**src/ntgs_pkg.sv**
```systemverilog
// ----------------------------------------------------------------------------
// ntgs_pkg
// Shared constants and types for the gated nearest-target selector.
// ----------------------------------------------------------------------------
package ntgs_pkg;

  localparam int CoordBitsDefault = 12;
  localparam int FrameBits        = 13;
  localparam int ScoreBits        = 16;

  localparam int QueueDepth  = 4;
  localparam int ResultDepth = 2;

  // gate: 100 * d2 > 49 * (W*W + H*H)
  localparam int GateScale = 100;
  localparam int GateLimit = 49;

  localparam logic [FrameBits-1:0] FrameWidthReset  = 13'd640;
  localparam logic [FrameBits-1:0] FrameHeightReset = 13'd480;

  typedef enum logic [0:0] {
    RegFrameWidth  = 1'b0,
    RegFrameHeight = 1'b1
  } reg_index_t;

endpackage

```
**src/ntgs_fifo.sv**
```systemverilog
// ----------------------------------------------------------------------------
// ntgs_fifo
// Small register queue with push/full and pop/empty, head always on dout.
// ----------------------------------------------------------------------------
module ntgs_fifo #(
  parameter int WIDTH = 8,
  parameter int DEPTH = 4
) (
  input  logic             clk,
  input  logic             rst,
  input  logic             push,
  input  logic [WIDTH-1:0] din,
  output logic             full,
  input  logic             pop,
  output logic [WIDTH-1:0] dout,
  output logic             empty
);

  localparam int AddrBits  = (DEPTH > 1) ? $clog2(DEPTH) : 1;
  localparam int CountBits = $clog2(DEPTH + 1);

  logic [WIDTH-1:0]     store [DEPTH];
  logic [AddrBits-1:0]  wr_ptr;
  logic [AddrBits-1:0]  rd_ptr;
  logic [CountBits-1:0] count;
  logic                 do_push;
  logic                 do_pop;

  assign full    = (count == CountBits'(DEPTH));
  assign empty   = (count == '0);
  assign do_push = push && !full;
  assign do_pop  = pop && !empty;
  assign dout    = store[rd_ptr];

  always_ff @(posedge clk) begin
    if (rst) begin
      wr_ptr <= '0;
      rd_ptr <= '0;
      count  <= '0;
    end else begin
      if (do_push) begin
        wr_ptr <= (wr_ptr == AddrBits'(DEPTH - 1)) ? '0 : wr_ptr + 1'b1;
      end
      if (do_pop) begin
        rd_ptr <= (rd_ptr == AddrBits'(DEPTH - 1)) ? '0 : rd_ptr + 1'b1;
      end
      unique case ({do_push, do_pop})
        2'b10:   count <= count + 1'b1;
        2'b01:   count <= count - 1'b1;
        default: count <= count;
      endcase
    end
  end

  always_ff @(posedge clk) begin
    if (do_push) begin
      store[wr_ptr] <= din;
    end
  end

  a_count_bound: assert property (@(posedge clk) disable iff (rst)
    count <= CountBits'(DEPTH))
    else $error("queue occupancy beyond depth");

endmodule

```
**src/ntgs_front.sv**
```systemverilog
// ----------------------------------------------------------------------------
// ntgs_front
// Accepts detections, works out area and squared centre distance in two
// registered steps and pushes each classified item into the queue.
// ----------------------------------------------------------------------------
module ntgs_front #(
  parameter int COORD_BITS = ntgs_pkg::CoordBitsDefault
) (
  input  logic                          clk,
  input  logic                          rst,
  input  logic                          push,
  output logic                          full,
  input  logic                          present,
  input  logic [COORD_BITS-1:0]         box_x,
  input  logic [COORD_BITS-1:0]         box_y,
  input  logic [COORD_BITS:0]           box_w,
  input  logic [COORD_BITS:0]           box_h,
  input  logic [ntgs_pkg::ScoreBits-1:0] score,
  input  logic                          prev_valid,
  input  logic [COORD_BITS+1:0]         prev_cx2,
  input  logic [COORD_BITS+1:0]         prev_cy2,
  input  logic                          last,
  output logic                          q_push,
  output logic [8*COORD_BITS+27:0]      q_entry,
  input  logic                          q_full
);

  localparam int CenBits  = COORD_BITS + 2;
  localparam int SqBits   = 2 * CenBits;
  localparam int AreaBits = 2 * COORD_BITS + 2;
  localparam int DistBits = SqBits + 1;

  logic                          a_valid;
  logic                          a_present;
  logic                          a_last;
  logic                          a_prev_valid;
  logic [COORD_BITS-1:0]         a_x;
  logic [COORD_BITS-1:0]         a_y;
  logic [COORD_BITS:0]           a_w;
  logic [COORD_BITS:0]           a_h;
  logic [ntgs_pkg::ScoreBits-1:0] a_score;
  logic [CenBits-1:0]            a_dx;
  logic [CenBits-1:0]            a_dy;

  logic                          b_valid;
  logic                          b_present;
  logic                          b_last;
  logic                          b_prev_valid;
  logic [COORD_BITS-1:0]         b_x;
  logic [COORD_BITS-1:0]         b_y;
  logic [COORD_BITS:0]           b_w;
  logic [COORD_BITS:0]           b_h;
  logic [ntgs_pkg::ScoreBits-1:0] b_score;
  logic [AreaBits-1:0]           b_area;
  logic [SqBits-1:0]             b_dx2;
  logic [SqBits-1:0]             b_dy2;

  logic                          a_ready;
  logic                          b_ready;
  logic [CenBits-1:0]            cx;
  logic [CenBits-1:0]            cy;
  logic [DistBits-1:0]           d2;

  assign b_ready = !b_valid || !q_full;
  assign a_ready = !a_valid || b_ready;
  assign full    = !a_ready;
  assign q_push  = b_valid && !q_full;

  assign cx = {box_x, 1'b0} + CenBits'(box_w);
  assign cy = {box_y, 1'b0} + CenBits'(box_h);
  assign d2 = DistBits'(b_dx2) + DistBits'(b_dy2);

  assign q_entry = {b_present, b_last, b_prev_valid, b_area, d2,
                    b_x, b_y, b_w, b_h, b_score};

  always_ff @(posedge clk) begin
    if (rst) begin
      a_valid <= 1'b0;
      b_valid <= 1'b0;
    end else begin
      if (a_ready) begin
        a_valid <= push;
      end
      if (b_ready) begin
        b_valid <= a_valid;
      end
    end
  end

  // centre offsets
  always_ff @(posedge clk) begin
    if (a_ready) begin
      a_present    <= present;
      a_last       <= last;
      a_prev_valid <= prev_valid;
      a_x          <= box_x;
      a_y          <= box_y;
      a_w          <= box_w;
      a_h          <= box_h;
      a_score      <= score;
      a_dx         <= (cx >= prev_cx2) ? cx - prev_cx2 : prev_cx2 - cx;
      a_dy         <= (cy >= prev_cy2) ? cy - prev_cy2 : prev_cy2 - cy;
    end
  end

  // products
  always_ff @(posedge clk) begin
    if (b_ready) begin
      b_present    <= a_present;
      b_last       <= a_last;
      b_prev_valid <= a_prev_valid;
      b_x          <= a_x;
      b_y          <= a_y;
      b_w          <= a_w;
      b_h          <= a_h;
      b_score      <= a_score;
      b_area       <= AreaBits'(a_w) * AreaBits'(a_h);
      b_dx2        <= SqBits'(a_dx) * SqBits'(a_dx);
      b_dy2        <= SqBits'(a_dy) * SqBits'(a_dy);
    end
  end

endmodule

```
**src/ntgs_back.sv**
```systemverilog
// ----------------------------------------------------------------------------
// ntgs_back
// Keeps the largest and nearest candidates of the running list, applies the
// diagonal gate at list end and pushes the selection into the result queue.
// ----------------------------------------------------------------------------
module ntgs_back #(
  parameter int COORD_BITS = ntgs_pkg::CoordBitsDefault
) (
  input  logic                          clk,
  input  logic                          rst,
  input  logic [ntgs_pkg::FrameBits-1:0] frame_width,
  input  logic [ntgs_pkg::FrameBits-1:0] frame_height,
  input  logic                          q_empty,
  input  logic [8*COORD_BITS+27:0]      q_entry,
  output logic                          q_pop,
  output logic                          o_push,
  output logic [4*COORD_BITS+19:0]      o_data,
  input  logic                          o_full
);

  localparam int FB       = ntgs_pkg::FrameBits;
  localparam int SB       = ntgs_pkg::ScoreBits;
  localparam int AreaBits = 2 * COORD_BITS + 2;
  localparam int DistBits = 2 * COORD_BITS + 5;
  localparam int GeomBits = 4 * COORD_BITS + 2;
  localparam int DiagBits = 2 * FB + 7;
  localparam int NearBits = DistBits + 7;
  localparam int CmpBits  = (NearBits > DiagBits) ? NearBits : DiagBits;

  logic                e_present;
  logic                e_last;
  logic                e_prev_valid;
  logic [AreaBits-1:0] e_area;
  logic [DistBits-1:0] e_d2;
  logic [GeomBits-1:0] e_geom;
  logic [SB-1:0]       e_score;

  logic                any_seen;
  logic [AreaBits-1:0] lg_area;
  logic [GeomBits-1:0] lg_geom;
  logic [SB-1:0]       lg_score;
  logic [DistBits-1:0] nr_d2;
  logic [GeomBits-1:0] nr_geom;
  logic [SB-1:0]       nr_score;

  logic                lg_hit;
  logic                nr_hit;
  logic                seen_next;
  logic [AreaBits-1:0] lg_area_next;
  logic [GeomBits-1:0] lg_geom_next;
  logic [SB-1:0]       lg_score_next;
  logic [DistBits-1:0] nr_d2_next;
  logic [GeomBits-1:0] nr_geom_next;
  logic [SB-1:0]       nr_score_next;

  logic                fin_valid;
  logic                fin_ready;
  logic                fin_found;
  logic                fin_prev_valid;
  logic [DistBits-1:0] fin_nr_d2;
  logic [GeomBits-1:0] fin_nr_geom;
  logic [SB-1:0]       fin_nr_score;
  logic [GeomBits-1:0] fin_lg_geom;
  logic [SB-1:0]       fin_lg_score;

  logic [2*FB-1:0]     fw_sq;
  logic [2*FB-1:0]     fh_sq;
  logic [2*FB:0]       diag_sq;
  logic [DiagBits-1:0] diag_limit;

  logic                take;
  logic                far;
  logic                use_near;
  logic [CmpBits-1:0]  near_scaled;

  assign {e_present, e_last, e_prev_valid, e_area, e_d2, e_geom, e_score} = q_entry;

  assign fin_ready = !fin_valid || !o_full;
  assign take      = !q_empty && (!e_last || fin_ready);
  assign q_pop     = take;

  assign lg_hit    = e_present && (!any_seen || (e_area > lg_area));
  assign nr_hit    = e_present && (!any_seen || (e_d2 < nr_d2));
  assign seen_next = any_seen || e_present;

  assign lg_area_next  = lg_hit ? e_area  : lg_area;
  assign lg_geom_next  = lg_hit ? e_geom  : lg_geom;
  assign lg_score_next = lg_hit ? e_score : lg_score;
  assign nr_d2_next    = nr_hit ? e_d2    : nr_d2;
  assign nr_geom_next  = nr_hit ? e_geom  : nr_geom;
  assign nr_score_next = nr_hit ? e_score : nr_score;

  always_ff @(posedge clk) begin
    if (rst) begin
      any_seen <= 1'b0;
    end else if (take) begin
      any_seen <= seen_next && !e_last;
    end
  end

  always_ff @(posedge clk) begin
    if (take) begin
      lg_area  <= lg_area_next;
      lg_geom  <= lg_geom_next;
      lg_score <= lg_score_next;
      nr_d2    <= nr_d2_next;
      nr_geom  <= nr_geom_next;
      nr_score <= nr_score_next;
    end
  end

  // diagonal limit, follows the frame registers
  always_ff @(posedge clk) begin
    fw_sq      <= (2*FB)'(frame_width) * (2*FB)'(frame_width);
    fh_sq      <= (2*FB)'(frame_height) * (2*FB)'(frame_height);
    diag_sq    <= (2*FB+1)'(fw_sq) + (2*FB+1)'(fh_sq);
    diag_limit <= DiagBits'(diag_sq) * DiagBits'(ntgs_pkg::GateLimit);
  end

  always_ff @(posedge clk) begin
    if (rst) begin
      fin_valid <= 1'b0;
    end else if (fin_ready) begin
      fin_valid <= take && e_last;
    end
  end

  always_ff @(posedge clk) begin
    if (take && e_last) begin
      fin_found      <= seen_next;
      fin_prev_valid <= e_prev_valid;
      fin_nr_d2      <= nr_d2_next;
      fin_nr_geom    <= nr_geom_next;
      fin_nr_score   <= nr_score_next;
      fin_lg_geom    <= lg_geom_next;
      fin_lg_score   <= lg_score_next;
    end
  end

  assign near_scaled = CmpBits'(fin_nr_d2) * CmpBits'(ntgs_pkg::GateScale);
  assign far         = near_scaled > CmpBits'(diag_limit);
  assign use_near    = fin_prev_valid && !far;

  assign o_push = fin_valid && !o_full;
  assign o_data = fin_found ?
                  {1'b1,
                   use_near ? fin_nr_geom  : fin_lg_geom,
                   use_near ? fin_nr_score : fin_lg_score,
                   use_near} : '0;

  a_fin_hold: assert property (@(posedge clk) disable iff (rst)
    fin_valid && o_full |=> fin_valid)
    else $error("finished selection dropped while result queue full");

  a_list_clear: assert property (@(posedge clk) disable iff (rst)
    take && e_last |=> !any_seen)
    else $error("candidate state not cleared after list end");

  a_near_found: assert property (@(posedge clk) disable iff (rst)
    o_push && o_data[0] |-> o_data[GeomBits+SB+1])
    else $error("nearest flag without a selection");

endmodule

```
**src/nearest_target_gated_select.sv**
```systemverilog
// ----------------------------------------------------------------------------
// nearest_target_gated_select
// Picks one target box from a streamed detection list: nearest to the
// previous target, or the largest box when the nearest one lies beyond the
// frame diagonal gate or there is no previous target.
// ----------------------------------------------------------------------------
// Usage
//   Input queue: drive one detection per transfer (push while full is low),
//   last marks the end of a list. An empty list is a single item with
//   present low and last high.
//   Result queue: one result per list. While empty is low the oldest result
//   is on found/sel_*/chose_nearest; pop takes it.
//   Configuration: wr_en/wr_index/wr_data write frame_width (index 0) or
//   frame_height (index 1); write only while idle, the block does not check.
// Timing
//   One detection per cycle sustained while full stays low. A result is
//   visible once the list's last item has passed both front stages, the
//   classify queue write, the gate stage and the result queue write.
// Reset
//   rst clears all queues and candidates; frame size returns to 640 x 480.
// Stall
//   A held pop fills the result queue, then the gate stage, then the
//   four-entry classify queue and front stages, after which full rises.
// ----------------------------------------------------------------------------
module nearest_target_gated_select #(
  parameter int COORD_BITS = ntgs_pkg::CoordBitsDefault
) (
  input  logic                           clk,
  input  logic                           rst,
  input  logic                           push,
  output logic                           full,
  input  logic                           present,
  input  logic [COORD_BITS-1:0]          box_x,
  input  logic [COORD_BITS-1:0]          box_y,
  input  logic [COORD_BITS:0]            box_w,
  input  logic [COORD_BITS:0]            box_h,
  input  logic [ntgs_pkg::ScoreBits-1:0] score,
  input  logic                           prev_valid,
  input  logic [COORD_BITS+1:0]          prev_cx2,
  input  logic [COORD_BITS+1:0]          prev_cy2,
  input  logic                           last,
  output logic                           empty,
  input  logic                           pop,
  output logic                           found,
  output logic [COORD_BITS-1:0]          sel_x,
  output logic [COORD_BITS-1:0]          sel_y,
  output logic [COORD_BITS:0]            sel_w,
  output logic [COORD_BITS:0]            sel_h,
  output logic [ntgs_pkg::ScoreBits-1:0] sel_score,
  output logic                           chose_nearest,
  input  logic                           wr_en,
  input  logic [0:0]                     wr_index,
  input  logic [ntgs_pkg::FrameBits-1:0] wr_data
);

  localparam int EntryBits = 8 * COORD_BITS + 28;
  localparam int OutBits   = 4 * COORD_BITS + 20;

  logic [ntgs_pkg::FrameBits-1:0] frame_width;
  logic [ntgs_pkg::FrameBits-1:0] frame_height;

  logic                 q_push;
  logic                 q_full;
  logic                 q_pop;
  logic                 q_empty;
  logic [EntryBits-1:0] q_din;
  logic [EntryBits-1:0] q_dout;

  logic                 o_push;
  logic                 o_full;
  logic [OutBits-1:0]   o_din;
  logic [OutBits-1:0]   o_dout;

  always_ff @(posedge clk) begin
    if (rst) begin
      frame_width  <= ntgs_pkg::FrameWidthReset;
      frame_height <= ntgs_pkg::FrameHeightReset;
    end else if (wr_en) begin
      unique case (ntgs_pkg::reg_index_t'(wr_index))
        ntgs_pkg::RegFrameWidth:  frame_width  <= wr_data;
        ntgs_pkg::RegFrameHeight: frame_height <= wr_data;
      endcase
    end
  end

  ntgs_front #(
    .COORD_BITS(COORD_BITS)
  ) u_front (
    .clk        (clk),
    .rst        (rst),
    .push       (push),
    .full       (full),
    .present    (present),
    .box_x      (box_x),
    .box_y      (box_y),
    .box_w      (box_w),
    .box_h      (box_h),
    .score      (score),
    .prev_valid (prev_valid),
    .prev_cx2   (prev_cx2),
    .prev_cy2   (prev_cy2),
    .last       (last),
    .q_push     (q_push),
    .q_entry    (q_din),
    .q_full     (q_full)
  );

  ntgs_fifo #(
    .WIDTH(EntryBits),
    .DEPTH(ntgs_pkg::QueueDepth)
  ) u_queue (
    .clk   (clk),
    .rst   (rst),
    .push  (q_push),
    .din   (q_din),
    .full  (q_full),
    .pop   (q_pop),
    .dout  (q_dout),
    .empty (q_empty)
  );

  ntgs_back #(
    .COORD_BITS(COORD_BITS)
  ) u_back (
    .clk          (clk),
    .rst          (rst),
    .frame_width  (frame_width),
    .frame_height (frame_height),
    .q_empty      (q_empty),
    .q_entry      (q_dout),
    .q_pop        (q_pop),
    .o_push       (o_push),
    .o_data       (o_din),
    .o_full       (o_full)
  );

  ntgs_fifo #(
    .WIDTH(OutBits),
    .DEPTH(ntgs_pkg::ResultDepth)
  ) u_result (
    .clk   (clk),
    .rst   (rst),
    .push  (o_push),
    .din   (o_din),
    .full  (o_full),
    .pop   (pop),
    .dout  (o_dout),
    .empty (empty)
  );

  assign {found, sel_x, sel_y, sel_w, sel_h, sel_score, chose_nearest} = o_dout;

endmodule

```
**config.mk**
```make
export PLATFORM = sky130hd
export DESIGN_NAME = nearest_target_gated_select
export DESIGN_NICKNAME = d
export VERILOG_FILES = /design/src/ntgs_pkg.sv /design/src/ntgs_fifo.sv /design/src/ntgs_front.sv /design/src/ntgs_back.sv /design/src/nearest_target_gated_select.sv
export SDC_FILE = /design/constraint.sdc
export NUM_CORES = 2
export LEC_CHECK = 0
export BUFFER_PORTS_ARGS = -buffer_cell sky130_fd_sc_hd__buf_2
export CORE_AREA = 2 2 355 427
export DETAILED_ROUTE_END_ITERATION = 10
export DIE_AREA = 0 0 357 429
export PLACE_DENSITY = 0.78
export SYNTH_ARGS = -nofsm -noshare
export SYNTH_HDL_FRONTEND = slang
export SYNTH_SLANG_ARGS = --single-unit
export TNS_END_PERCENT = 50
```
**constraint.sdc**
```tcl
create_clock -name clk -period 43.1 [get_ports clk]
set_input_delay 6.465 -clock clk [delete_from_list [all_inputs] [get_ports clk]]
set_output_delay 6.465 -clock clk [all_outputs]
set_load 0.05 [all_outputs]
```
* After elaboration in Yosys (flattened, before gate mapping)
Memory sizes are Yosys's and may differ from the RTL's. A register that Yosys moved wholly into a read port is not among the register bits.
Index checks and enable logic that the tools add are counted.
** Word-level totals
- Register bits :: 751
- Bits in writable memories :: 632
- Input bits :: 116
- Memories :: 2
** Memory list
- u_queue.store :: depth 4, width 124, read ports 1, clocked after Yosys merged registers in 1, write ports 1, line ntgs_fifo.sv:22 : logic [WIDTH-1:0] store [DEPTH];
- u_result.store :: depth 2, width 68, read ports 1, clocked after Yosys merged registers in 1, write ports 1, line ntgs_fifo.sv:22
** Operators by class
- $add $sub $neg :: 16
- Multiply operators :: 7
- Magnitude comparators :: 5
- Equality and inequality tests :: 8
- Mux-type cells :: 24
- Bitwise operators :: 1
- Reduce and logical (&&, ||, !) cells :: 37
** Operators with widths (count)
- $mux 50 :: 3
- $mul 13x13->26 :: 3
- $mux 68 :: 1
- $mul 14x14->28 :: 2
- $sub 14x14->14 :: 4
- $mux 16 :: 3
- $gt 36x33->1 :: 1
- $mul 29x5->34 const B :: 1
- $mul 27x6->33 const B :: 1
- $add 28x28->29 :: 1
- $lt 29x29->1 :: 1
- $mux 29 :: 1
- $add 13x13->14 :: 2
- $ge 14x14->1 :: 2
- $mux 14 :: 2
- $add 26x26->27 :: 1
- $gt 26x26->1 :: 1
- $logic_and 1x1->1 :: 12
- $logic_not 1->1 :: 11
- $eq 2x2->1 const B :: 5
- $mux 1 :: 8
- $mux 2 :: 4
- $logic_or 1x1->1 :: 7
- $add 2x1->2 const B :: 3
- other kinds (13) :: 18

* Depth between registers and ports, before layout
- Depth in word-level cells :: 8
- Mapped depth :: 29

* By module
A second synthesis with hierarchy kept.
** Second synthesis, totals
- Cells, all modules :: 6841
- Area total of the unflattened synthesis :: 86865.8 um^2
** Modules (own cells, without submodules)
- ntgs_back :: instances 1, cells each 3035, area each 33938.8 um^2
- ntgs_front :: instances 1, cells each 2763, area each 28354.7 um^2
- ntgs_fifo at u_queue :: instances 1, cells each 702, area each 18363.9 um^2
- ntgs_fifo at u_result :: instances 1, cells each 238, area each 5126.2 um^2
- nearest_target_gated_select :: instances 1, cells each 103, area each 1082.3 um^2

* Least setup slack after synthesis
No wires, ideal clock.
- Path type :: reg2reg
- From :: register u_result.count[0]
- To :: register u_back.fin_found, enable pin
- Setup time :: 0.544 ns
- Arrival time :: 13.847 ns
- Required time :: 42.556 ns
- Slack :: 28.709 ns
- Cell stages (with the launch flop) :: 4
- Path buffers :: 0
- Cells stage by stage :: dfxtp_1 > nor2b_1 > a31oi_1 > and2_1
** Between the ends
- Longest elaborated chain between the ends :: 6
** RTL lines
- start, declared :: line ntgs_fifo.sv:25 : logic [CountBits-1:0] count;
- start signal, assigned :: line ntgs_fifo.sv:48 : 2'b10: count <= count + 1'b1;
- start signal, assigned :: line ntgs_fifo.sv:49 : 2'b01: count <= count - 1'b1;
- start signal, assigned :: line ntgs_fifo.sv:50 : default: count <= count;
- $eq 2x2->1 :: line ntgs_fifo.sv:29 : assign full = (count == CountBits'(DEPTH));
- $logic_not 1->1 :: line ntgs_back.sv:78 : assign fin_ready = !fin_valid || !o_full;
- $logic_or 1x1->1 :: line ntgs_back.sv:78
- $logic_or 1x1->1 :: line ntgs_back.sv:79 : assign take = !q_empty && (!e_last || fin_ready);
- $logic_and 1x1->1 :: line ntgs_back.sv:79
- net q_pop :: line nearest_target_gated_select.sv:64 : logic q_pop;
- $logic_and 1x1->1 :: line ntgs_back.sv:129 : if (take && e_last) begin
- end signal, assigned :: line ntgs_back.sv:130 : fin_found <= seen_next;
- end, declared :: line ntgs_back.sv:58 : logic fin_found;
The timed path passes the listed nets, and every way through them passes these cells.
A chain may end at the register's enable or synchronous reset.

* Worst setup path after layout
- From :: input port box_y[0]
- To :: register u_front.a_dy[11] (data pin)
** Between the ends
- Longest elaborated chain between the ends :: 3
- Elaborated cells on any way between the ends :: 5
- Those cells by class :: add/sub: 3; order compare: 1; mux: 1
** RTL lines
- start, declared :: line nearest_target_gated_select.sv:34 : input logic [COORD_BITS-1:0] box_y,
- $add 13x13->14 * :: line ntgs_front.sv:70 : assign cy = {box_y, 1'b0} + CenBits'(box_h);
- $sub 14x14->14 / $ge 14x14->1 (equally long branches) :: line ntgs_front.sv:102 : a_dy <= (cy >= prev_cy2) ? cy - prev_cy2 : prev_cy2 - cy;
- $mux 14 * :: line ntgs_front.sv:102
- end signal, assigned :: line ntgs_front.sv:102
- end, declared :: line ntgs_front.sv:43 : logic [CenBits-1:0] a_dy;
Every way passes the cells marked *; elsewhere a longest branch is shown, timed or not.

==> summary.md <==
| Metric | Value |
|---|---|
| Die Y | `429 µm` |
| Avg WL per Cell | `19.63 µm` |
| WL final | `177600 µm` |
| Remaining routing DRC violations | `0` |
| CTS tree | `yes` |
| Net count, final | `8468` |
| Largest net degree at the start of global routing | `166` |
| Register area share after synthesis | `46.51%` |
| Routed via count | `50940` |
| CP Capture Type | `flop` |
| Register area | `0.03997 mm²` |
| Pre-antenna DRT Iters | `6` |
| Post-Syn Nets | `8305` |
| Cell area after synthesis | `0.08591 mm²` |
| Worst EP arrival | `11.64 ns` |
| # setup viols final | `0` |
| DRT antenna net count | `0` |
| CP required | `43.63 ns` |
| Max layer used | `met5` |
| Share of layout cells above drive strength 1 | `10.82%` |
| Worst-path clk slew | `0.06 ns` |
| Synth unique cells | `70` |
| FFs w/ async S/R, synth | `0%` |
| Kind of critical path | `in -> reg` |
| Overflow after GRT | `0` |
| # fillers | `11000` |
| Post-CTS Setup Bufs | `0` |
| Initial core utilization | `57.83%` |
| CTS Root Cell | `clkbuf_16` |
| Setup_tns | `0 ns` |
| Global-route wire length before repair | `286500 µm` |
| Syn_area_per_cell | `12.62 µm²` |
| # H-tree levels | `4` |
| Vias in the first global route | `54530` |
| DR WL met3 | `9710 µm` |
| Endpoints failing hold | `0` |
| CP Max Fanout | `23` |
| Buffers added on ports | `185` |
| CTS Buf Count | `137` |
| Largest buffer count on any clock path | `3` |
| Clock Skew | `0.05012 ns` |
| CP most frequent cell | `a21oi_1` |
| M1 WL | `73340 µm` |
| Top_reg_cell synth | `edfxtp_1` |
| Pins Over Slew Limit | `0` |
| Overall routing resource usage | `23.80%` |
| Worst-margin pin slew | `1.138 ns` |
| Die area | `0.1532 mm²` |
| Area of the multi-input gates | `0.04087 mm²` |
| Synth Register Bits | `1382` |
| HPWL after detailed placement | `128400 µm` |
| Cell Rows | `155` |
| Min cycle time layout | `11.11 ns` |
| Max cap viols | `0` |
| Post-CTS Resized | `0` |
| Vias per std cell | `5.632` |
| CORE AREA | `0.1486 mm²` |
| Post-synth EDFFs | `1228` |
| Status | `completed` |
| Initial antenna violation count | `12` |
| RSZ-0062 raised after global routing | `false` |
| Synthesis Warnings | `0` |
| CTS Hold Buffers Added | `0` |
| Routability Congestion | `0.9068` |
| Post-route clock period utilization | `25.78%` |
| Ports | `186` |
| DR iter-0 viols | `3411` |
| CTS sink count | `1382` |
| Post-synthesis cell count | `6806` |
| Crit-path cells | `buf_2, ha_1, fa_1, a21oi_1, nor2_1, nor2_1, o21bai_1, a21oi_1, o21bai_1, a21oi_1, xnor2_1, ha_1, nand4_1, a21oi_1, a221oi_1, o211ai_1, and2_1, mux2_2, a22o_1, a211o_1, a21oi_1, xnor2_1` |
| Hold WC Path Type | `reg -> reg` |
| Met2 routed WL | `90010 µm` |
| Max_slew headroom | `24.13%` |
| Later-pin clock latency in the skew report | `0.79 ns` |
| Layout area overhead | `8.793%` |
| Max Freq | `0.08999 GHz` |
| Slowest stage delay, CP | `0.84 ns` |
| Die X | `357 µm` |
| CP startpoint kind | `primary input` |
| Crit-path slowest cell | `and2_1` |
## area by class of cell
class,count,area share [%]
Clock buffer,168,3.893
Inverter,1171,4.708
Antenna cell,5,0.01339
Clock inverter,80,1.017
Sequential cell,1382,42.76
Multi-Input combinational cell,4062,43.73
Timing Repair Buffer,215,1.245
Tap cell,1962,2.627
## synthesized netlist by cell type, drive strengths merged, types with 10 or more instances
library cell	instances	area [µm²]
o21bai	38	285.3
ha	780	9759
fa	603	12070
edfxtp	1228	36880
nand4	36	225.2
or3	13	81.33
and3	21	131.4
a21o	136	1021
xor2	88	770.7
clkbuf	155	581.8
and2	248	1551
mux4	124	2793
dfxtp	154	3083
xnor2	174	1524
nand2	447	1678
o21a	41	307.8
a21oi	240	1201
nand3	113	565.5
nand2b	25	156.4
or2	11	68.82
nor2	211	792.0
mux2i	17	170.2
a31oi	14	87.58
o21ai	173	865.8
o211ai	16	120.1
nor2b	53	331.6
mux2	243	2736
a211o	10	87.58
inv	1171	4395
nor3	51	255.2
buf	36	192.7
a211oi	20	150.1
## state kept, by name, indices dropped and copies added, names as in the netlist, 26 cells and up, named ones only
name and count:
u_back.diag_limit 33, u_back.diag_sq 27, u_back.fin_lg_geom 50, u_back.fin_nr_d2 29
u_back.fin_nr_geom 50, u_back.lg_area 26, u_back.lg_geom 50, u_back.nr_d2 29
u_back.nr_geom 50, u_front.b_area 26, u_front.b_dx2 27, u_front.b_dy2 27
u_queue.store 496, u_result.store 136
## layout by cell type, fill, tap and decap left out, types with 11 or more instances in the layout
cell type | netlist | layout
a211oi_1 | 20 | 20
clkinv_1 | 0 | 25
nand2b_1 | 25 | 25
nand2_1 | 447 | 446
and3_1 | 21 | 16
o211ai_1 | 16 | 16
buf_2 | 13 | 185
nor2b_1 | 53 | 53
a21oi_1 | 240 | 240
fa_1 | 603 | 603
nand4_1 | 36 | 36
and2_1 | 248 | 247
or3_1 | 13 | 13
dfxtp_1 | 154 | 151
a21o_1 | 136 | 136
o21a_1 | 41 | 41
nor3_1 | 51 | 51
mux2i_1 | 17 | 17
nand3_1 | 113 | 112
inv_1 | 1171 | 1170
clkinv_2 | 0 | 14
xnor2_1 | 174 | 174
or2_2 | 11 | 11
buf_4 | 1 | 29
edfxtp_1 | 1228 | 1228
xor2_1 | 88 | 88
clkbuf_16 | 0 | 140
o21bai_1 | 38 | 38
nor2_1 | 211 | 210
ha_1 | 780 | 780
mux4_2 | 124 | 124
mux2_2 | 193 | 193
o21ai_0 | 165 | 165
clkbuf_1 | 155 | 25
mux2_1 | 50 | 50
## critical path, delay by kind of cell
kind,cells,cell delay [ns]
AOI/OAI and AO/OA,11,2.03
xor gates and xnor gates,2,0.21
adders and majority gates,3,1.18
buffers and inverters,1,0.11
muxes,1,0.43
and+or+nand+nor,4,1.22
## per-stage QoR
stage | instances | area [µm²] | util (%) | setup slack, ns | hold WS (ns)
floorplan | 6806 | 85910 | - | 28.71 | 0.3588
global placement | 8792 | 88860 | 59.82 | 31.23 | 0.3696
detailed placement | 8792 | 88860 | 59.82 | 31.24 | 0.3734
CTS | 9040 | 93450 | 62.90 | 32.09 | 0.3836
global route | 9043 | 93460 | 62.91 | 31.67 | 0.3936
finish | 9045 | 93460 | 62.91 | 31.99 | 0.3798
## routing by layer
layer  track usage (%)  up-vias
li1                  -    23550
met1             30.79    25650
met2             41.50     1427
met3             3.490      299
met4             7.046       10
met5                 0        -
## cell families (layout without fill, tap and decap cells)
family                   after synthesis  after routing  share of synthesized area, %
AND/OR/NAND/NOR                     1257           1257                         7.041
AO/OA/AOI/OAI                        776            776                         5.711
flip-flops                          1382           1382                         46.51
other                                  0              5                             0
adder cells (fa/ha/maj)             1383           1383                         25.41
buffers and inverters               1362           1634                         6.018
XOR/XNOR                             262            262                         2.671
multiplexers                         384            384                         6.634
## worst paths after layout
check                       from                    end  slack [ns]  depth (start not counted)
max                     box_y[0]       u_front.a_dy[11]       31.99                         22
min            u_back.diag_sq[0]   u_back.diag_limit[0]        0.38                          0
max reg2reg  u_back.fin_nr_d2[4]  u_result.store[0][56]       34.88                         24
min reg2reg    u_back.diag_sq[0]   u_back.diag_limit[0]        0.38                          0
Power is left out: the tool's default activity adds up to more than one toggle a clock period on the data nets, which glitch-free logic cannot reach.
